## src/rtl/atrlp_pkg.sv

```systemverilog
`default_nettype none

package atrlp_pkg;

   // Default sizing of a line and of the payload copy.
   localparam int DEFAULT_LINE_MAX    = 64;
   localparam int DEFAULT_PAYLOAD_MAX = 64;

   // Field widths of the result word.
   localparam int ID_W     = 16;
   localparam int BYTE_W   = 8;
   localparam int STATUS_W = 3;
   localparam int PLEN_W   = 6;

   // Characters the parser looks for.
   localparam logic [7:0] CH_PLUS  = 8'h2B;
   localparam logic [7:0] CH_NL    = 8'h0A;
   localparam logic [7:0] CH_COMMA = 8'h2C;
   localparam logic [7:0] CH_EQ    = 8'h3D;
   localparam logic [7:0] CH_ZERO  = 8'h30;
   localparam logic [7:0] CH_NINE  = 8'h39;
   localparam logic [7:0] CH_O     = 8'h4F;
   localparam logic [7:0] CH_K     = 8'h4B;
   localparam logic [7:0] CH_R     = 8'h52;
   localparam logic [7:0] CH_C     = 8'h43;
   localparam logic [7:0] CH_V     = 8'h56;
   localparam logic [7:0] CH_E     = 8'h45;
   localparam logic [7:0] CH_A     = 8'h41;

   typedef enum logic [3:0] {
      PH_HUNT    = 4'd0,
      PH_PREFIX  = 4'd1,
      PH_SEEK_EQ = 4'd2,
      PH_ID      = 4'd3,
      PH_LEN     = 4'd4,
      PH_DATA    = 4'd5,
      PH_SIGN    = 4'd6,
      PH_RSSI    = 4'd7,
      PH_SNR     = 4'd8,
      PH_TAIL    = 4'd9
   } phase_type;

   // How much of the line prefix has matched so far.
   typedef enum logic [2:0] {
      PFX_NONE = 3'd0,
      PFX_PLUS = 3'd1,
      PFX_O    = 3'd2,
      PFX_R    = 3'd3,
      PFX_RC   = 3'd4,
      PFX_E    = 3'd5,
      PFX_ER   = 3'd6
   } prefix_type;

   typedef enum logic [2:0] {
      ST_OK      = 3'd0,
      ST_RCV     = 3'd1,
      ST_ACK     = 3'd2,
      ST_MODERR  = 3'd3,
      ST_FMTERR  = 3'd4,
      ST_UNKNOWN = 3'd5
   } status_type;

   // One result word.
   typedef struct packed {
      logic                is_frame;
      logic [BYTE_W-1:0]   payload_byte;
      status_type          status;
      logic [ID_W-1:0]     sender_id;
      logic [BYTE_W-1:0]   declared_length;
      logic [PLEN_W-1:0]   payload_length;
      logic [BYTE_W-1:0]   rssi_magnitude;
      logic [BYTE_W-1:0]   snr_value;
   } rsp_word_type;

   // Input register contents handed to the parser.
   typedef struct packed {
      logic              valid;
      logic [BYTE_W-1:0] rx_byte;
   } in_word_type;

   // Parser result handed to the output register.
   typedef struct packed {
      logic         valid;
      rsp_word_type word;
   } result_type;

   function automatic logic is_digit(input logic [7:0] b);
      return (b >= CH_ZERO) && (b <= CH_NINE);
   endfunction

   // acc * 10 + digit, saturating at 16 bits.
   function automatic logic [15:0] sat_digit16(input logic [15:0] acc, input logic [3:0] d);
      logic [19:0] v;
      v = 20'(acc) * 20'd10 + 20'(d);
      return (v > 20'h0FFFF) ? 16'hFFFF : v[15:0];
   endfunction

   // acc * 10 + digit, saturating at 8 bits.
   function automatic logic [7:0] sat_digit8(input logic [7:0] acc, input logic [3:0] d);
      logic [11:0] v;
      v = 12'(acc) * 12'd10 + 12'(d);
      return (v > 12'h0FF) ? 8'hFF : v[7:0];
   endfunction

   function automatic logic [7:0] ack_char(input logic [1:0] i);
      logic [7:0] c;
      case (i)
         2'd0:    c = CH_A;
         2'd1:    c = CH_C;
         default: c = CH_K;
      endcase
      return c;
   endfunction

endpackage

`default_nettype wire

```

## src/rtl/atrlp_req_if.sv

```systemverilog
`default_nettype none

interface atrlp_req_if import atrlp_pkg::*; ();
   logic              valid;
   logic              ready;
   logic [BYTE_W-1:0] rx_byte;

   modport source (output valid, output rx_byte, input ready);
   modport sink   (input valid, input rx_byte, output ready);
endinterface

`default_nettype wire

```

## src/rtl/atrlp_rsp_if.sv

```systemverilog
`default_nettype none

interface atrlp_rsp_if import atrlp_pkg::*; ();
   logic                valid;
   logic                ready;
   logic                is_frame;
   logic [BYTE_W-1:0]   payload_byte;
   logic [STATUS_W-1:0] status;
   logic [ID_W-1:0]     sender_id;
   logic [BYTE_W-1:0]   declared_length;
   logic [PLEN_W-1:0]   payload_length;
   logic [BYTE_W-1:0]   rssi_magnitude;
   logic [BYTE_W-1:0]   snr_value;

   modport source (output valid, output is_frame, output payload_byte, output status,
                   output sender_id, output declared_length, output payload_length,
                   output rssi_magnitude, output snr_value, input ready);
   modport sink   (input valid, input is_frame, input payload_byte, input status,
                   input sender_id, input declared_length, input payload_length,
                   input rssi_magnitude, input snr_value, output ready);
endinterface

`default_nettype wire

```

## src/rtl/atrlp_in_stage.sv

```systemverilog
`default_nettype none

module atrlp_in_stage import atrlp_pkg::*; (
   input  wire logic   clock,
   input  wire logic   reset,
   atrlp_req_if.sink   req_chan,
   input  wire logic   advance,
   output in_word_type in_word
);

   logic              valid_ff, valid_in;
   logic [BYTE_W-1:0] byte_ff;
   logic              take;

   // The register empties as the parser consumes it, so a new word can enter every cycle in which the parser advances.
   assign req_chan.ready = !valid_ff || advance;
   assign take           = req_chan.valid && req_chan.ready;

   always_comb begin
      valid_in = valid_ff;
      if (take) begin
         valid_in = 1'b1;
      end else if (advance) begin
         valid_in = 1'b0;
      end
   end

   always_ff @(posedge clock) begin
      if (reset) begin
         valid_ff <= 1'b0;
      end else begin
         valid_ff <= valid_in;
      end
   end

   always_ff @(posedge clock) begin
      if (take) begin
         byte_ff <= req_chan.rx_byte;
      end
   end

   assign in_word.valid   = valid_ff;
   assign in_word.rx_byte = byte_ff;

endmodule

`default_nettype wire

```

## src/rtl/atrlp_parser.sv

```systemverilog
`default_nettype none

module atrlp_parser import atrlp_pkg::*; #(
   parameter int LINE_MAX    = DEFAULT_LINE_MAX,
   parameter int PAYLOAD_MAX = DEFAULT_PAYLOAD_MAX
) (
   input  wire logic              clock,
   input  wire logic              reset,
   input  wire logic              step,
   input  wire logic [BYTE_W-1:0] rx_byte,
   output result_type             result
);

   localparam int LCW = $clog2(LINE_MAX + 1);
   localparam int PCW = $clog2(PAYLOAD_MAX);

   phase_type         phase_ff, phase_in;
   prefix_type        prefix_ff, prefix_in;
   logic [LCW-1:0]    line_count_ff, line_count_in;
   logic [ID_W-1:0]   id_ff, id_in;
   logic [7:0]        len_ff, len_in;
   logic [PCW-1:0]    pcount_ff, pcount_in;
   logic [1:0]        ack_ff, ack_in;
   logic [7:0]        rssi_ff, rssi_in;
   logic [7:0]        snr_ff, snr_in;
   status_type        status_ff, status_in;

   always_comb begin
      logic           digit;
      logic [3:0]     dval;
      logic [PCW-1:0] limit;
      logic [8:0]     pc_wide;
      status_type     frame_st;

      phase_in      = phase_ff;
      prefix_in     = prefix_ff;
      line_count_in = line_count_ff;
      id_in         = id_ff;
      len_in        = len_ff;
      pcount_in     = pcount_ff;
      ack_in        = ack_ff;
      rssi_in       = rssi_ff;
      snr_in        = snr_ff;
      status_in     = status_ff;
      result        = '0;

      digit   = is_digit(rx_byte);
      dval    = rx_byte[3:0];
      limit   = (9'(len_ff) < 9'(PAYLOAD_MAX)) ? len_ff[PCW-1:0] : PCW'(PAYLOAD_MAX - 1);
      pc_wide = 9'(pcount_ff);

      if (phase_ff == PH_TAIL || phase_ff == PH_SNR) begin
         frame_st = status_ff;
      end else if (phase_ff == PH_PREFIX) begin
         frame_st = ST_UNKNOWN;
      end else begin
         frame_st = ST_FMTERR;
      end

      if (step) begin
         if (phase_ff == PH_HUNT) begin
            if (rx_byte == CH_PLUS) begin
               phase_in      = PH_PREFIX;
               prefix_in     = PFX_PLUS;
               line_count_in = LCW'(1);
               id_in         = '0;
               len_in        = '0;
               pcount_in     = '0;
               ack_in        = '0;
               rssi_in       = '0;
               snr_in        = '0;
               status_in     = ST_UNKNOWN;
            end
         end else if (rx_byte == CH_NL || line_count_ff >= LCW'(LINE_MAX)) begin
            // End of line, or a line that ran too long: emit the frame.
            result.valid                = 1'b1;
            result.word.is_frame        = 1'b1;
            result.word.status          = frame_st;
            result.word.sender_id       = id_ff;
            result.word.declared_length = len_ff;
            result.word.payload_length  = pc_wide[PLEN_W-1:0];
            result.word.rssi_magnitude  = rssi_ff;
            result.word.snr_value       = snr_ff;
            phase_in                    = PH_HUNT;
            prefix_in                   = PFX_NONE;
            line_count_in               = '0;
         end else begin
            line_count_in = line_count_ff + LCW'(1);
            unique case (phase_ff)
               PH_PREFIX: begin
                  // Any byte that breaks the prefix makes the line unknown.
                  phase_in  = PH_TAIL;
                  status_in = ST_UNKNOWN;
                  case (prefix_ff)
                     PFX_PLUS: begin
                        if (rx_byte == CH_O) begin
                           phase_in = PH_PREFIX; prefix_in = PFX_O;
                        end else if (rx_byte == CH_R) begin
                           phase_in = PH_PREFIX; prefix_in = PFX_R;
                        end else if (rx_byte == CH_E) begin
                           phase_in = PH_PREFIX; prefix_in = PFX_E;
                        end
                     end
                     PFX_O: begin
                        if (rx_byte == CH_K) begin
                           status_in = ST_OK;
                        end
                     end
                     PFX_R: begin
                        if (rx_byte == CH_C) begin
                           phase_in = PH_PREFIX; prefix_in = PFX_RC;
                        end
                     end
                     PFX_RC: begin
                        if (rx_byte == CH_V) begin
                           phase_in  = PH_SEEK_EQ;
                           status_in = status_ff;
                        end
                     end
                     PFX_E: begin
                        if (rx_byte == CH_R) begin
                           phase_in = PH_PREFIX; prefix_in = PFX_ER;
                        end
                     end
                     PFX_ER: begin
                        if (rx_byte == CH_R) begin
                           status_in = ST_MODERR;
                        end
                     end
                     default: ;
                  endcase
               end
               PH_SEEK_EQ: begin
                  if (rx_byte == CH_EQ) begin
                     phase_in = PH_ID;
                  end
               end
               PH_ID: begin
                  if (digit) begin
                     id_in = sat_digit16(id_ff, dval);
                  end else if (rx_byte == CH_COMMA) begin
                     phase_in = PH_LEN;
                  end else begin
                     status_in = ST_FMTERR;
                     phase_in  = PH_TAIL;
                  end
               end
               PH_LEN: begin
                  if (digit) begin
                     len_in = sat_digit8(len_ff, dval);
                  end else if (rx_byte == CH_COMMA) begin
                     phase_in  = PH_DATA;
                     pcount_in = '0;
                     ack_in    = '0;
                  end else begin
                     status_in = ST_FMTERR;
                     phase_in  = PH_TAIL;
                  end
               end
               PH_DATA: begin
                  if (rx_byte == CH_COMMA) begin
                     phase_in = PH_SIGN;
                  end else if (pcount_ff < limit) begin
                     // Track whether the payload opens with the acknowledge text.
                     if (ack_ff != 2'd3 && pc_wide == 9'(ack_ff) &&
                         rx_byte == ack_char(ack_ff)) begin
                        ack_in = ack_ff + 2'd1;
                     end
                     pcount_in                = pcount_ff + PCW'(1);
                     result.valid             = 1'b1;
                     result.word.payload_byte = rx_byte;
                  end
               end
               PH_SIGN: begin
                  phase_in = PH_RSSI;
               end
               PH_RSSI: begin
                  if (digit) begin
                     rssi_in = sat_digit8(rssi_ff, dval);
                  end else if (rx_byte == CH_COMMA) begin
                     phase_in  = PH_SNR;
                     status_in = (ack_ff == 2'd3) ? ST_ACK : ST_RCV;
                  end else begin
                     status_in = ST_FMTERR;
                     phase_in  = PH_TAIL;
                  end
               end
               PH_SNR: begin
                  if (digit) begin
                     snr_in = sat_digit8(snr_ff, dval);
                  end else begin
                     phase_in = PH_TAIL;
                  end
               end
               default: ;
            endcase
         end
      end
   end

   always_ff @(posedge clock) begin
      if (reset) begin
         phase_ff      <= PH_HUNT;
         prefix_ff     <= PFX_NONE;
         line_count_ff <= '0;
         id_ff         <= '0;
         len_ff        <= '0;
         pcount_ff     <= '0;
         ack_ff        <= '0;
         rssi_ff       <= '0;
         snr_ff        <= '0;
         status_ff     <= ST_UNKNOWN;
      end else begin
         phase_ff      <= phase_in;
         prefix_ff     <= prefix_in;
         line_count_ff <= line_count_in;
         id_ff         <= id_in;
         len_ff        <= len_in;
         pcount_ff     <= pcount_in;
         ack_ff        <= ack_in;
         rssi_ff       <= rssi_in;
         snr_ff        <= snr_in;
         status_ff     <= status_in;
      end
   end

endmodule

`default_nettype wire

```

## src/rtl/atrlp_out_stage.sv

```systemverilog
`default_nettype none

module atrlp_out_stage import atrlp_pkg::*; (
   input  wire logic  clock,
   input  wire logic  reset,
   input  wire logic  step,
   input  result_type result,
   output logic       slot_free,
   atrlp_rsp_if.source rsp_chan
);

   logic         valid_ff, valid_in;
   rsp_word_type word_ff;
   logic         load;

   // The slot frees in the same cycle its word is taken.
   assign slot_free = !valid_ff || rsp_chan.ready;
   assign load      = step && result.valid;

   always_comb begin
      valid_in = valid_ff;
      if (slot_free) begin
         valid_in = load;
      end
   end

   always_ff @(posedge clock) begin
      if (reset) begin
         valid_ff <= 1'b0;
      end else begin
         valid_ff <= valid_in;
      end
   end

   always_ff @(posedge clock) begin
      if (load) begin
         word_ff <= result.word;
      end
   end

   assign rsp_chan.valid           = valid_ff;
   assign rsp_chan.is_frame        = word_ff.is_frame;
   assign rsp_chan.payload_byte    = word_ff.payload_byte;
   assign rsp_chan.status          = word_ff.status;
   assign rsp_chan.sender_id       = word_ff.sender_id;
   assign rsp_chan.declared_length = word_ff.declared_length;
   assign rsp_chan.payload_length  = word_ff.payload_length;
   assign rsp_chan.rssi_magnitude  = word_ff.rssi_magnitude;
   assign rsp_chan.snr_value       = word_ff.snr_value;

endmodule

`default_nettype wire

```

## src/rtl/at_response_line_parser_top.sv

```systemverilog
// Response line parser for a serial radio module. Each request word carries one received
// character; the parser hunts for a '+', classifies the line as +OK, +RCV, +ERR or unknown,
// passes the payload characters of a +RCV line, up to the declared length and at most
// PAYLOAD_MAX-1 of them, out one response word each (is_frame low), and closes every line
// at its newline with one frame word (is_frame high) holding the status, sender id,
// declared length, payload count, RSSI magnitude and SNR. A line that reaches LINE_MAX
// characters is closed by the next character, which is dropped. The block takes one
// character per clock cycle; the input stalls only while a finished response word waits
// to be taken. A response word passes through the input register and then the output register.
`default_nettype none

module at_response_line_parser_top import atrlp_pkg::*; #(
   parameter int LINE_MAX    = DEFAULT_LINE_MAX,
   parameter int PAYLOAD_MAX = DEFAULT_PAYLOAD_MAX
) (
   input wire logic    clock,
   input wire logic    reset,
   atrlp_req_if.sink   req_chan,
   atrlp_rsp_if.source rsp_chan
);

   // The incoming character is registered first. Then the parser state and the output
   // register update together, which happens whenever the output register is empty
   // or its word is being taken. Characters that produce no result still pass through that
   // step, so the parser state always advances in arrival order.
   in_word_type in_word;
   result_type  result;
   logic        slot_free;
   logic        advance;

   assign advance = in_word.valid && slot_free;

   atrlp_in_stage u_in_stage (
      .clock    (clock),
      .reset    (reset),
      .req_chan (req_chan),
      .advance  (advance),
      .in_word  (in_word)
   );

   // All line parsing state lives here: phase, prefix match, line and payload counters,
   // the saturating decimal accumulators, and the acknowledge text match.
   atrlp_parser #(
      .LINE_MAX    (LINE_MAX),
      .PAYLOAD_MAX (PAYLOAD_MAX)
   ) u_parser (
      .clock   (clock),
      .reset   (reset),
      .step    (advance),
      .rx_byte (in_word.rx_byte),
      .result  (result)
   );

   // The output register holds a finished response word for the receiver. While that word
   // waits, the parser cannot step, so a character already held in the input register keeps
   // the next one out until the response word is taken.
   atrlp_out_stage u_out_stage (
      .clock     (clock),
      .reset     (reset),
      .step      (advance),
      .result    (result),
      .slot_free (slot_free),
      .rsp_chan  (rsp_chan)
   );

endmodule

`default_nettype wire

```

## src/flat_wrapper.sv

```systemverilog
// flat-port wrapper written by rule: the top's interface ports become plain ports
module at_response_line_parser_top_flat import atrlp_pkg::*;
#(
   parameter int LINE_MAX    = DEFAULT_LINE_MAX,
   parameter int PAYLOAD_MAX = DEFAULT_PAYLOAD_MAX
)
  (clock, reset, req_chan_valid, req_chan_rx_byte, req_chan_ready, rsp_chan_valid, rsp_chan_is_frame, rsp_chan_payload_byte, rsp_chan_status, rsp_chan_sender_id, rsp_chan_declared_length, rsp_chan_payload_length, rsp_chan_rssi_magnitude, rsp_chan_snr_value, rsp_chan_ready);
  atrlp_req_if req_chan_i ();
  atrlp_rsp_if rsp_chan_i ();
  input wire logic clock;
  input wire logic reset;
  input wire logic [$bits(req_chan_i.valid)-1:0] req_chan_valid;
  input wire logic [$bits(req_chan_i.rx_byte)-1:0] req_chan_rx_byte;
  output wire logic [$bits(req_chan_i.ready)-1:0] req_chan_ready;
  output wire logic [$bits(rsp_chan_i.valid)-1:0] rsp_chan_valid;
  output wire logic [$bits(rsp_chan_i.is_frame)-1:0] rsp_chan_is_frame;
  output wire logic [$bits(rsp_chan_i.payload_byte)-1:0] rsp_chan_payload_byte;
  output wire logic [$bits(rsp_chan_i.status)-1:0] rsp_chan_status;
  output wire logic [$bits(rsp_chan_i.sender_id)-1:0] rsp_chan_sender_id;
  output wire logic [$bits(rsp_chan_i.declared_length)-1:0] rsp_chan_declared_length;
  output wire logic [$bits(rsp_chan_i.payload_length)-1:0] rsp_chan_payload_length;
  output wire logic [$bits(rsp_chan_i.rssi_magnitude)-1:0] rsp_chan_rssi_magnitude;
  output wire logic [$bits(rsp_chan_i.snr_value)-1:0] rsp_chan_snr_value;
  input wire logic [$bits(rsp_chan_i.ready)-1:0] rsp_chan_ready;
  assign req_chan_i.valid = req_chan_valid;
  assign req_chan_i.rx_byte = req_chan_rx_byte;
  assign req_chan_ready = req_chan_i.ready;
  assign rsp_chan_valid = rsp_chan_i.valid;
  assign rsp_chan_is_frame = rsp_chan_i.is_frame;
  assign rsp_chan_payload_byte = rsp_chan_i.payload_byte;
  assign rsp_chan_status = rsp_chan_i.status;
  assign rsp_chan_sender_id = rsp_chan_i.sender_id;
  assign rsp_chan_declared_length = rsp_chan_i.declared_length;
  assign rsp_chan_payload_length = rsp_chan_i.payload_length;
  assign rsp_chan_rssi_magnitude = rsp_chan_i.rssi_magnitude;
  assign rsp_chan_snr_value = rsp_chan_i.snr_value;
  assign rsp_chan_i.ready = rsp_chan_ready;
  at_response_line_parser_top #(.LINE_MAX(LINE_MAX), .PAYLOAD_MAX(PAYLOAD_MAX)) u_core (.clock(clock), .reset(reset), .req_chan(req_chan_i), .rsp_chan(rsp_chan_i));
endmodule
```

## config.mk

```make
export PLATFORM = sky130hd
export DESIGN_NAME = at_response_line_parser_top_flat
export DESIGN_NICKNAME = d
export VERILOG_FILES = /design/src/rtl/atrlp_pkg.sv /design/src/rtl/atrlp_req_if.sv /design/src/rtl/atrlp_rsp_if.sv /design/src/rtl/atrlp_in_stage.sv /design/src/rtl/atrlp_parser.sv /design/src/rtl/atrlp_out_stage.sv /design/src/rtl/at_response_line_parser_top.sv /design/src/flat_wrapper.sv
export SDC_FILE = /design/constraint.sdc
export NUM_CORES = 1
export LEC_CHECK = 0
export BUFFER_PORTS_ARGS = -buffer_cell sky130_fd_sc_hd__buf_2
export CAP_MARGIN = 30
export CORE_MARGIN = 2
export CORE_UTILIZATION = 25
export DETAILED_ROUTE_END_ITERATION = 12
export GPL_TIMING_DRIVEN = 0
export PLACE_DENSITY = 0.5
export SKIP_CTS_REPAIR_TIMING = 1
export SYNTH_ARGS = -nofsm -noshare
export SYNTH_HDL_FRONTEND = slang
export SYNTH_HIERARCHICAL = 1
export SYNTH_SLANG_ARGS = --single-unit
```

## constraint.sdc

```tcl
create_clock -name clock -period 3.25 [get_ports clock]
set_input_delay 0.975 -clock clock [delete_from_list [all_inputs] [get_ports clock]]
set_output_delay 0.975 -clock clock [all_outputs]
set_load 0.03 [all_outputs]
```

After elaboration in Yosys (flattened, before gate mapping):

Cells that the tools add are included.

* register bits after elaboration: 133
* input bits: 12

* add/sub/neg operators: 7
* $mul: 4
* order comparisons: 9
* eq/ne operators: 50
* muxes and demuxes: 109
* bitwise gates (word level): 4
* reductions and logical operators: 39

Operators with widths (count)
* 2-to-1 mux 8 bit: 26
* 2-to-1 mux 59 bit: 2
* 2-to-1 mux 16 bit: 6
* 2-to-1 mux 4 bit: 17
* 2-to-1 mux 3 bit: 20
* 2-to-1 mux 49 bit: 1
* equality test 8 x 7 -> 1 bit (second input constant): 6
* 2-to-1 mux 6 bit: 8
* adder 12 x 4 -> 12 bit: 3
* greater-than comparator 12 x 8 -> 1 bit (second input constant): 3
* multiplier 8 x 3 -> 11 bit (second input constant): 3
* != test 4 bit (second input constant): 8
* one-hot mux 4 bit (8 select lines): 1
* one-hot mux 3 bit (3 select lines): 3
* equality test 8 x 6 -> 1 bit (second input constant): 3
* 2-to-1 mux 7 bit: 3
* != test 3 bit (second input constant): 7
* adder 20 x 4 -> 20 bit: 1
* greater-than comparator 20 x 16 -> 1 bit (second input constant): 1
* AND reduction 5 bit: 4
* multiplier 16 x 3 -> 19 bit (second input constant): 1
* 2-to-1 mux 2 bit: 9
* AND reduction 9 bit: 2
* equality test 4 x 3 -> 1 bit (second input constant): 4
* 46 further kinds: 80

Logic depth before layout (Yosys ltp):

Gate-level depths: netlist (run 1).

* word-level depth: 17
* mapped depth: 13
* mapped depth without buffers: 12

Hierarchy:

Netlist (run 1), hierarchy kept.

Modules (own cells, without submodules)
* atrlp_parser: times used 1, cells an instance 815, area each 6443.7 um2, seq. area each 1301.2 um2
* atrlp_out_stage: times used 1, cells an instance 63, area each 1791.7 um2, seq. area each 1761.7 um2
* atrlp_in_stage: times used 1, cells an instance 14, area each 302.8 um2, seq. area each 260.2 um2
* at_response_line_parser_top: times used 1, cells an instance 1, area each 6.3 um2, seq. area each 0.0 um2

Least setup slack after synthesis (run 1):

OpenSTA, ideal clock, no wires.

* path kind: reg2reg
* start: register u_core.u_parser.len_ff[6]
* end: register u_core.u_out_stage.word_ff, in the netlist u_core/u_out_stage/rsp_chan.declared_length[0], enable pin
* library setup time: 412 ps
* arrival: 3079 ps
* data required time: 2838 ps
* setup slack: -241 ps
* cell stages (with the launch flop): 13
* buffers on the path: 1
* period minus slack after synthesis: 3491 ps
* path through: dfxtp_1 or2_2 clkbuf_1 nor2_1 ha_1 and2_1 o21ai_0 o21ai_0 o21ai_0 nand2_1 a21oi_1 nand2_1 inv_1

RTL lines
* start, declared: RTL line atrlp_parser.sv:21 `logic [7:0] len_ff, len_in;`
* start signal, assigned: RTL line atrlp_parser.sv:218 `len_ff <= len_in;`
* end signal, assigned: RTL line atrlp_out_stage.sv:37 `word_ff <= result.word;`
* end, declared: RTL line atrlp_out_stage.sv:13 `rsp_word_type word_ff;`

Worst setup path after layout (run 1):

* start: register u_core.u_parser.id_ff[6]
* end: register u_core.u_parser.id_ff[9]

* cells in the longest elaborated chain, start to end: 8

Ends and longest elaborated chain
* start, declared: RTL line atrlp_parser.sv:20 `logic [ID_W-1:0] id_ff, id_in;`
* start signal, assigned: RTL line atrlp_parser.sv:217 `id_ff <= id_in;`
* multiplier 16 x 3 -> 19 bit *: RTL line atrlp_pkg.sv:94 `v = 20'(acc) * 20'd10 + 20'(d);`
* adder 20 x 4 -> 20 bit *: RTL line atrlp_pkg.sv:94
* greater-than comparator 20 x 16 -> 1 bit: RTL line atrlp_pkg.sv:95 `return (v > 20'h0FFFF) ? 16'hFFFF : v[15:0];`
* 2-to-1 mux 16 bit *: RTL line atrlp_pkg.sv:95
* 2-to-1 mux 16 bit *: RTL line atrlp_parser.sv:139 `if (digit) begin`
* 2-to-1 mux 16 bit *: RTL line atrlp_parser.sv:89 `unique case (phase_ff)`
* 2-to-1 mux 16 bit *: RTL line atrlp_parser.sv:74 `end else if (rx_byte == CH_NL || line_count_ff >= LCW'(LINE_MAX)) begin`
* 2-to-1 mux 16 bit *: RTL line atrlp_parser.sv:61 `if (phase_ff == PH_HUNT) begin`

Every way passes the cells marked *; elsewhere a longest branch is shown, timed or not. The select of a mux whose other input is x is not followed.
A chain may end at the register's enable or synchronous reset.

==> results.json, run 1 <==
{
  "setup_viol": 16,
  "routedWlPerCell_um": 15.6,
  "syn_inst": 893,
  "clock_skew_ns": 0.0136,
  "grt_pass1_wl_um": 35600,
  "grt.busiest_layer": "met2",
  "clk_latency_ns": 0.44,
  "whs_ns": 0.474,
  "ys_ff_latch": 133,
  "finalCritPeriodShare_pct": 104,
  "grt_setup_unrepaired": "true",
  "cts_root_buf": "clkbuf_16",
  "core-area_um2": 33600,
  "die_h_um": 189,
  "drc_errors": 0,
  "hold_viol_final": 0,
  "track_usage_pct": 12.8,
  "finalPower_w": 0.00389,
  "portBuffers": 71,
  "crit_path_start_kind": "register",
  "drt-total-wl_um": 23000,
  "final_cells": 1468,
  "clock_sinks": 133,
  "dr.pass1.iters": 5,
  "diodes": 0,
  "synth_cell_types": 73,
  "violations": "negative setup slack",
  "clk_pin_slew_ns": 0.06,
  "cts_max_level": 4,
  "io_pins": 72,
  "cts_tree": "yes",
  "drt_iter0_markers": 391,
  "antenna_found_initial": 0,
  "area_growth_pct": 23.9,
  "grt_max_degree": 39,
  "cp.required_ns": 3.57,
  "postSynth.asyncResetShare_pct": 0,
  "path_class": "reg -> reg",
  "crit_path_end_kind": "register",
  "cts_made_buffers": 17,
  "worst_ir_drop_vdd_mv": 0.358,
  "yosys_warnings": 6,
  "fp.dieW_um": 189,
  "fin_ws_ns": -0.144,
  "critPathArrivalTime_ns": 3.71,
  "globalplace.congestion": 0.904,
  "avgSynthCellArea_um2": 9.57,
  "clock_path_buffers": 2,
  "use_met1_pct": 17.7,
  "syn_nets": 998,
  "gr-usage-met2_pct": 19.4,
  "initial_core_util_pct": 25.4,
  "die_area_um2": 35700,
  "dp.cells": 1416,
  "viasPerCell": 4.77,
  "p_leak_nw": 4.06,
  "power.density_nw_per_um2": 368,
  "antenna_left": 0,
  "hp-class": "reg -> reg",
  "drive_gt1_share_pct": 21.7,
  "dp.final_hpwl_um": 16800,
  "period_minus_slack_ns": 3.39,
  "grt_pass1_vias": 6567,
  "std_cell_rows": 67,
  "ys.flop_type": "dfxtp_1",
  "ys_seq_area_share_pct": 38.9,
  "stdcell_area_um2": 10600,
  "place_area_um2": 9510,
  "cp_max_fo": 9,
  "layout_common_cells": "buf_2, ha_1, nor2_1",
  "outcome": "finished, violations left",
  "timing.slew.headroom_pct": 48.5,
  "nets": 1112,
  "drv_slew": 0,
  "fmax_mhz": 295,
  "gr-usage-met3_pct": 2.48,
  "dp_slack_ns": -0.650,
  "syn_area_um2": 8540,
  "overflow": 0,
  "vias": 7008,
  "maxCapViolCount": 0,
  "worst_pin_slew_ns": 0.763,
  "synth_edf_count": 66
}
sequential cells by signal (all words and copies together), names as in the netlist:
register                                     flops
u_core/u_out_stage/rsp_chan.sender_id           16
u_core/u_parser/id_ff                           16
u_core/u_in_stage/byte_ff                        8
u_core/u_out_stage/rsp_chan.declared_length      8
u_core/u_out_stage/rsp_chan.payload_byte         8
u_core/u_out_stage/rsp_chan.rssi_magnitude       8
u_core/u_out_stage/rsp_chan.snr_value            8
u_core/u_parser/len_ff                           8
u_core/u_parser/rssi_ff                          8
u_core/u_parser/snr_ff                           8
u_core/u_parser/line_count_ff                    7
u_core/u_out_stage/rsp_chan.payload_length       6
u_core/u_parser/pcount_ff                        6
u_core/u_parser/phase_ff                         4
u_core/u_out_stage/rsp_chan.status               3
u_core/u_parser/prefix_ff                        3
u_core/u_parser/status_ff                        3
u_core/u_parser/ack_ff                           2
u_core/u_in_stage/valid_ff                       1
u_core/u_out_stage/rsp_chan.is_frame             1
u_core/u_out_stage/rsp_chan.valid                1
metal layers:
metal / up-vias / part of all wire [%]
met1: 3303 / 50
li1: 3526 / -
met3: 19 / 4.3
met5: - / 0
met4: 0 / 1.8
met2: 160 / 44
kinds of logic (layout without fill, tap and decap cells):
logic type	count (synthesis)	after routing	synth area share, %
fa+ha+maj	93	93	14.3
mux	7	7	0.879
flops	133	133	38.9
xor+xnor	49	49	5.02
compound gates	231	231	18.4
simple gates	313	313	19.4
buf+inv	67	194	3.13
worst paths after layout:
| kind | startpoint | end | slack (ns) | depth (start not counted) |
|---|---|---|---|---|
| hold reg to reg | u_core/u_parser/line_count_ff[1] | u_core/u_parser/line_count_ff[1] | 0.47 | 2 |
| setup / recovery | u_core/u_parser/id_ff[6] | u_core/u_parser/id_ff[9] | -0.14 | 12 |
| hold / removal | u_core/u_parser/line_count_ff[1] | u_core/u_parser/line_count_ff[1] | 0.47 | 2 |
| setup reg to reg | u_core/u_parser/id_ff[6] | u_core/u_parser/id_ff[9] | -0.14 | 12 |
layout make-up:
type	count	area [um2]
fillers	3492	23000
well taps	448	561
repair buffers	95	568
flip-flops and latches	133	3350
clock inverters	12	139
inverters	30	116
clock buffers	20	479
plain buffers	36	160
multi-input cells	693	5210
repair inverters	1	7.51
synthesized netlist by cell type, drive strengths merged (8+ instances only):
master | instances | area (um2)
ha | 85 | 1060
nor2 | 72 | 273
dfxtp | 67 | 1340
edfxtp | 66 | 1980
a21oi | 63 | 323
nand2 | 61 | 229
o21ai | 55 | 275
and2 | 52 | 328
clkbuf | 30 | 113
inv | 30 | 113
xnor2 | 27 | 236
xor2 | 22 | 193
nand3 | 20 | 100
nor3 | 19 | 95.1
a221o | 16 | 180
o21a | 15 | 113
nand2b | 14 | 103
o22ai | 13 | 81.3
nor2b | 12 | 75.1
and3 | 11 | 68.8
a21o | 10 | 75.1
nor4 | 9 | 56.3
or2 | 9 | 56.3
or3 | 9 | 62.6
fa | 8 | 160
o211ai | 8 | 60.1
per-stage QoR:
stage / utilization, % / setup TNS (ns)
floorplan: - / 0
global placement: 28.2 / -87.76
detailed placement: 28.3 / -38.15
CTS: 30.1 / -42.24
global route: 31.5 / -3.73
finish: 31.5 / -2.05
worst max-delay path, stage by stage, from the launching register on:
cell and delay (ns):
dfxtp_2 0.36, ha_1 0.30, ha_1 0.30, buf_4 0.17, o21a_1 0.19, buf_4 0.14, o21a_1 0.15, o22a_2 0.29
a311oi_2 0.56, o311a_4 0.29, a311oi_4 0.06, buf_6 0.16, a221o_2 0.30
where the power goes:
part	switching [W]	total, W	internal, W
logic	0.0000683	0.000104	0.0000355
clock network	0.000798	0.00203	0.00123
registers	0.0000103	0.00176	0.00175
Note: power is estimated with default switching activity, not from simulation.
==> run 2, diff against run 1 <==
- REMOVE_ABC_BUFFERS: not set -> 1
==> run 2 against run 1 <==
Effect of this change:
- the run still ends with negative setup slack left
- fmax fell by 0.65%
- cell count fell by 1.6%
- routed wire length fell by 3.0%
- clock power rose by 2%
- via count fell by 1.6%
- clock skew fell by 0.0038 ns
- flip-flop and latch count did not move
- setup slack got worse by 0.022 ns
- count of clock-buffer cells in the layout fell by 2
- largest cell class unchanged
- largest power group unchanged
- highest routed layer unchanged
==> results.json, run 2 (synthesis results as in run 1) <==
{
  "drt_iter0_markers": 432,
  "fillers": 3482,
  "die_area_um2": 35700,
  "whs_ns": 0.482,
  "r2r_setup_slack_ns": -0.17,
  "antenna_left": 0,
  "fin_ws_ns": -0.166,
  "cts_made_buffers": 17,
  "track_usage_pct": 12.1,
  "place_area_um2": 9410,
  "grt_setup_unrepaired": "true",
  "io_pins": 72,
  "dr.pass1.iters": 5,
  "globalplace.congestion": 0.813,
  "finalCritPeriodShare_pct": 105,
  "drive_gt1_share_pct": 23.1,
  "power.density_nw_per_um2": 371,
  "grt_pass1_wl_um": 34200,
  "setup_viol": 16,
  "dp_slack_ns": -1.07,
  "layout_common_cells": "ha_1, buf_2, nor2_1",
  "worstReg2RegStart": "u_core/u_parser/id_ff[3]",
  "path_class": "reg -> reg",
  "cp.required_ns": 3.62,
  "clk_pin_slew_ns": 0.06,
  "cts_max_level": 4,
  "clock_path_buffers": 2,
  "viasPerCell": 4.77,
  "drc_errors": 0,
  "antenna_found_initial": 0,
  "std_cell_rows": 67,
  "clk_latency_ns": 0.43,
  "hold_viol_final": 0,
  "cts_tree": "yes",
  "multi_input_area_um2": 5220,
  "drt-total-wl_um": 22300,
  "outcome": "finished, violations left",
  "layout_commonest_cell": "ha_1",
  "dp.final_hpwl_um": 15700,
  "min_from": "u_core/u_parser/line_count_ff[1]",
  "vias": 6894,
  "crit_path_start_kind": "register",
  "initial_core_util_pct": 25.4,
  "diodes": 0,
  "drv_slew": 0,
  "period_minus_slack_ns": 3.42,
  "finalPower_w": 0.00393,
  "regArea_um2": 3350,
  "stdcell_area_um2": 10600,
  "nets": 1088,
  "final_util_pct": 31.5,
  "cp_max_fo": 8,
  "portBuffers": 71,
  "critPathArrivalTime_ns": 3.78,
  "core-area_um2": 33600,
  "die_h_um": 189,
  "p_leak_nw": 4.10,
  "violations": "negative setup slack",
  "worst_ir_drop_vdd_mv": 0.329,
  "area_growth_pct": 24.1,
  "timing.slew.headroom_pct": 37.9,
  "maxCapViolCount": 0,
  "grt_max_degree": 38,
  "overflow": 0,
  "grt_pass1_vias": 6358,
  "crit_path_end_kind": "register",
  "clock_sinks": 133,
  "routedWlPerCell_um": 15.4,
  "fmax_mhz": 293,
  "startpoint": "u_core/u_parser/id_ff[3]",
  "worst_pin_slew_ns": 0.927,
  "hp-class": "reg -> reg",
  "cts_root_buf": "clkbuf_16",
  "fp.dieW_um": 189,
  "clock_skew_ns": 0.00971
}
## run 2: cell count changes in the layout (fill, tap and decap cells not counted), moves of 3 or more
cell and delta:
ha_4 +3, buf_2 -4, buf_4 +10, clkinvlp_4 -4
dfxtp_1 -4, buf_6 -3, ha_1 -3, clkbuf_1 -24
clkbuf_2 -5, dfxtp_2 +3
## run 2: worst max-delay path, stage by stage (launching register included)
cell	delay, ns
dfxtp_4	0.37
ha_4	0.25
ha_4	0.30
o211ai_1	0.11
o211a_1	0.28
or3_4	0.36
a2111oi_4	0.39
nand4_2	0.19
o311a_1	0.39
a311oi_4	0.36
clkbuf_16	0.24
a221o_2	0.10
## run 2: cell type report
type                    count  area share, %
repair buffers            107           6.58
multi-input cells         693           49.3
well taps                 448           5.29
clock inverters            14           1.89
inverters                  30           1.22
flip-flops and latches    133           31.6
repair inverters            1         0.0826
clock buffers              18           4.05
## run 2: through the flow
step	setup TNS (ns)	std cells
after floorplan	-11.90	856
after global placement	-143.30	1375
after detailed placement	-29.53	1382
after CTS	-31.39	1414
after global routing	-4.26	1444
final	-2.20	1444
## run 2: final timing paths
| check | cells after the start | end |
|---|---|---|
| worst max-delay path | 11 | u_core/u_parser/id_ff[2] |
| worst min-delay path | 2 | u_core/u_parser/line_count_ff[1] |
| worst max register to register | 11 | u_core/u_parser/id_ff[2] |
| worst min register to register | 2 | u_core/u_parser/line_count_ff[1] |
## run 2: metal layers
metal  global-route usage (%)  vias up  share of wire [%]
li1                         -     3480                  -
met1                     16.5     3259                 48
met2                     19.1      131                 46
met3                     2.48       24                4.0
met4                     4.21        0                1.9
met5                        0        -                  0
## run 2: where the power goes
group | switching, W | internal (W)
combinational | 0.0000598 | 0.0000385
clock | 0.000778 | 0.00129
sequential | 0.0000144 | 0.00175
==> run 3, diff against run 2 <==
- ABC_AREA: not set -> 1
==> run 3 against run 2 <==
Effect of this change:
- the flow now finishes without violations
- clock skew is 0.0051 ns higher
- first-iteration DRC count is 10% higher
- setup slack better by 0.39 ns
- count of clock-buffer cells in the layout is 1 higher
- routed wire length is 11% higher
- clock power is 8% higher
- design area is 5.5% higher
- synthesized cell count is 37% higher
==> results.json, run 3 <==
{
  "outcome": "completed",
  "layout_commonest_cell": "nand2_1",
  "synth_edf_count": 66,
  "antenna_left": 0,
  "cts_made_buffers": 17,
  "clock_path_buffers": 2,
  "clock_sinks": 133,
  "die_h_um": 198,
  "nets": 1412,
  "worst_ir_drop_vdd_mv": 0.339,
  "avgSynthCellArea_um2": 7.69,
  "cts_tree": "yes",
  "area_growth_pct": 19.3,
  "initial_core_util_pct": 25.5,
  "syn_inst": 1220,
  "power.density_nw_per_um2": 367,
  "finalCritPeriodShare_pct": 93.1,
  "grt_max_degree": 40,
  "stdcell_area_um2": 11200,
  "yosys_warnings": 6,
  "drv_slew": 0,
  "grt.busiest_layer": "met2",
  "clk_latency_ns": 0.44,
  "timing.slew.headroom_pct": 42.0,
  "viasPerCell": 4.53,
  "gr-usage-met2_pct": 21.0,
  "grt_pass1_vias": 7681,
  "p_sw_share_pct": 21.9,
  "routedWlPerCell_um": 13.9,
  "multi_input_area_um2": 5330,
  "track_usage_pct": 13.0,
  "critPathArrivalTime_ns": 3.31,
  "dp.cells": 1741,
  "power.switching_w": 0.000901,
  "synth_area_leader_cell": "edfxtp_1",
  "synth_most_common_cell": "nand2_1",
  "cp.required_ns": 3.54,
  "drive_gt1_share_pct": 19.2,
  "place_area_um2": 10300,
  "cts_root_buf": "clkbuf_16",
  "ys.flop_type": "dfxtp_1",
  "setup_viol": 0,
  "io_pins": 72,
  "synth_cell_types": 52,
  "p_leak_nw": 5.03,
  "synth_top_area_share_pct": 21.1,
  "die_area_um2": 39100,
  "syn_area_um2": 9380,
  "period_minus_slack_ns": 3.03,
  "drc_errors": 0,
  "drt_iter0_markers": 475,
  "use_met1_pct": 17.8,
  "crit_path_end_kind": "register",
  "regArea_um2": 3330,
  "fp.dieW_um": 198,
  "overflow": 0,
  "vias": 8099,
  "clk_pin_slew_ns": 0.06,
  "ys_seq_area_share_pct": 35.4,
  "cp_max_fo": 16,
  "pwr-share-clk_pct": 54.6,
  "final_cells": 1788,
  "fmax_mhz": 331,
  "synth_commonest_cells": "nand2_1, inv_1, nor2_1, ha_1, a21oi_1",
  "gr-usage-met3_pct": 2.76,
  "netlist_top_cells_area": "edfxtp_1, dfxtp_1, ha_1",
  "hold_viol_final": 0,
  "hp-class": "reg -> reg",
  "portBuffers": 71,
  "globalplace.congestion": 0.875,
  "crit_path_start_kind": "register",
  "sequentialPowerShare_pct": 42.9,
  "clock_skew_ns": 0.0149,
  "drt-total-wl_um": 24800,
  "worst_pin_slew_ns": 0.870,
  "maxCapViolCount": 0,
  "layout_common_cells": "nand2_1, inv_1, nor2_1",
  "core-area_um2": 36800,
  "std_cell_rows": 70,
  "dp.final_hpwl_um": 18500,
  "antenna_found_initial": 0,
  "dr.pass1.iters": 5,
  "ys_ff_latch": 133,
  "diodes": 0,
  "combPwrFrac_pct": 2.4,
  "internal_power_w": 0.00321,
  "path_class": "reg -> reg",
  "fillers": 3942,
  "grt_pass1_wl_um": 40400,
  "cts_max_level": 4,
  "postSynth.asyncResetShare_pct": 0
}
-- run 3: changes by cell type after synthesis, sizes merged, moves of 31 or more --
cell   before  now
nand2      61  294
nand3      20   74
a21oi      63   94
nor2       72  148
and2       52    2
inv        30  185
-- run 3: power groups by stage --
stage	Sequential, W	Clock (W)	Combinational [W]
floorplan	0.00180	0	0.0000455
global placement	0.00181	0	0.0000790
detailed placement	0.00181	0	0.0000831
CTS	0.00177	0.00230	0.0000834
global route	0.00176	0.00236	0.000112
finish	0.00176	0.00224	0.000100
-- run 3: stage by stage --
step	total power (W)	util, %	setup WS, ns	TNS (ns)	hold slack (ns)
finish	0.00411	30.4	0.224	0	0.467
global route	0.00424	30.4	-0.00183	-0.00183	0.501
CTS	0.00416	29.7	-0.521	-29.07	0.465
detailed placement	0.00189	27.9	-0.526	-28.58	0.453
global placement	0.00189	27.7	-2.41	-160.79	0.446
floorplan	0.00185	-	-0.562	-32.62	0.428
-- run 3: layout make-up --
cell class	instances	area share (%)
multi-input cells	877	47.6
repair buffers	88	4.94
inverters	189	6.42
flip-flops and latches	133	29.8
well taps	468	5.23
clock buffers	19	4.06
repair inverters	1	0.0447
clock inverters	13	1.92
-- run 3: critical path, cell delays in order (launching register included) --
cell     delay (ns)
dfxtp_4        0.38
ha_4           0.25
ha_4           0.17
inv_1          0.07
fa_2           0.45
nor2_1         0.15
nand4_1        0.12
nand2_1        0.08
nand2_1        0.10
nor2_2         0.14
nand2_2        0.09
nor2_1         0.15
nand4_1        0.17
a21oi_4        0.18
buf_12         0.17
nand3_1        0.07
nand2_1        0.07
a21oi_2        0.05
-- run 3: cells by family (layout without fill, tap and decap cells) --
kind of cell,Yosys count,after routing,share of synthesized area [%]
XOR/XNOR,33,33,3.08
adder cells (fa/ha/maj),93,93,13.0
buffers and inverters,210,310,8.92
AND/OR/NAND/NOR,590,590,29.4
flip-flops,133,133,35.4
AO/OA/AOI/OAI,161,161,10.2
-- run 3: per-layer routing --
layer  part of all wire (%)  wire length (um)
met5                      0                 0
met4                    1.1               269
met3                    4.0               985
met2                     45             11000
met1                     50             12500
-- run 3: worst paths after layout --
path              slack, ns                      endpoint                         start  depth (start not counted)
setup / recovery       0.22      u_core/u_parser/id_ff[0]      u_core/u_parser/id_ff[1]                         17
hold / removal         0.47  u_core/u_parser/status_ff[0]  u_core/u_parser/status_ff[0]                          2
hold reg to reg        0.47  u_core/u_parser/status_ff[0]  u_core/u_parser/status_ff[0]                          2
setup reg to reg       0.22      u_core/u_parser/id_ff[0]      u_core/u_parser/id_ff[1]                         17
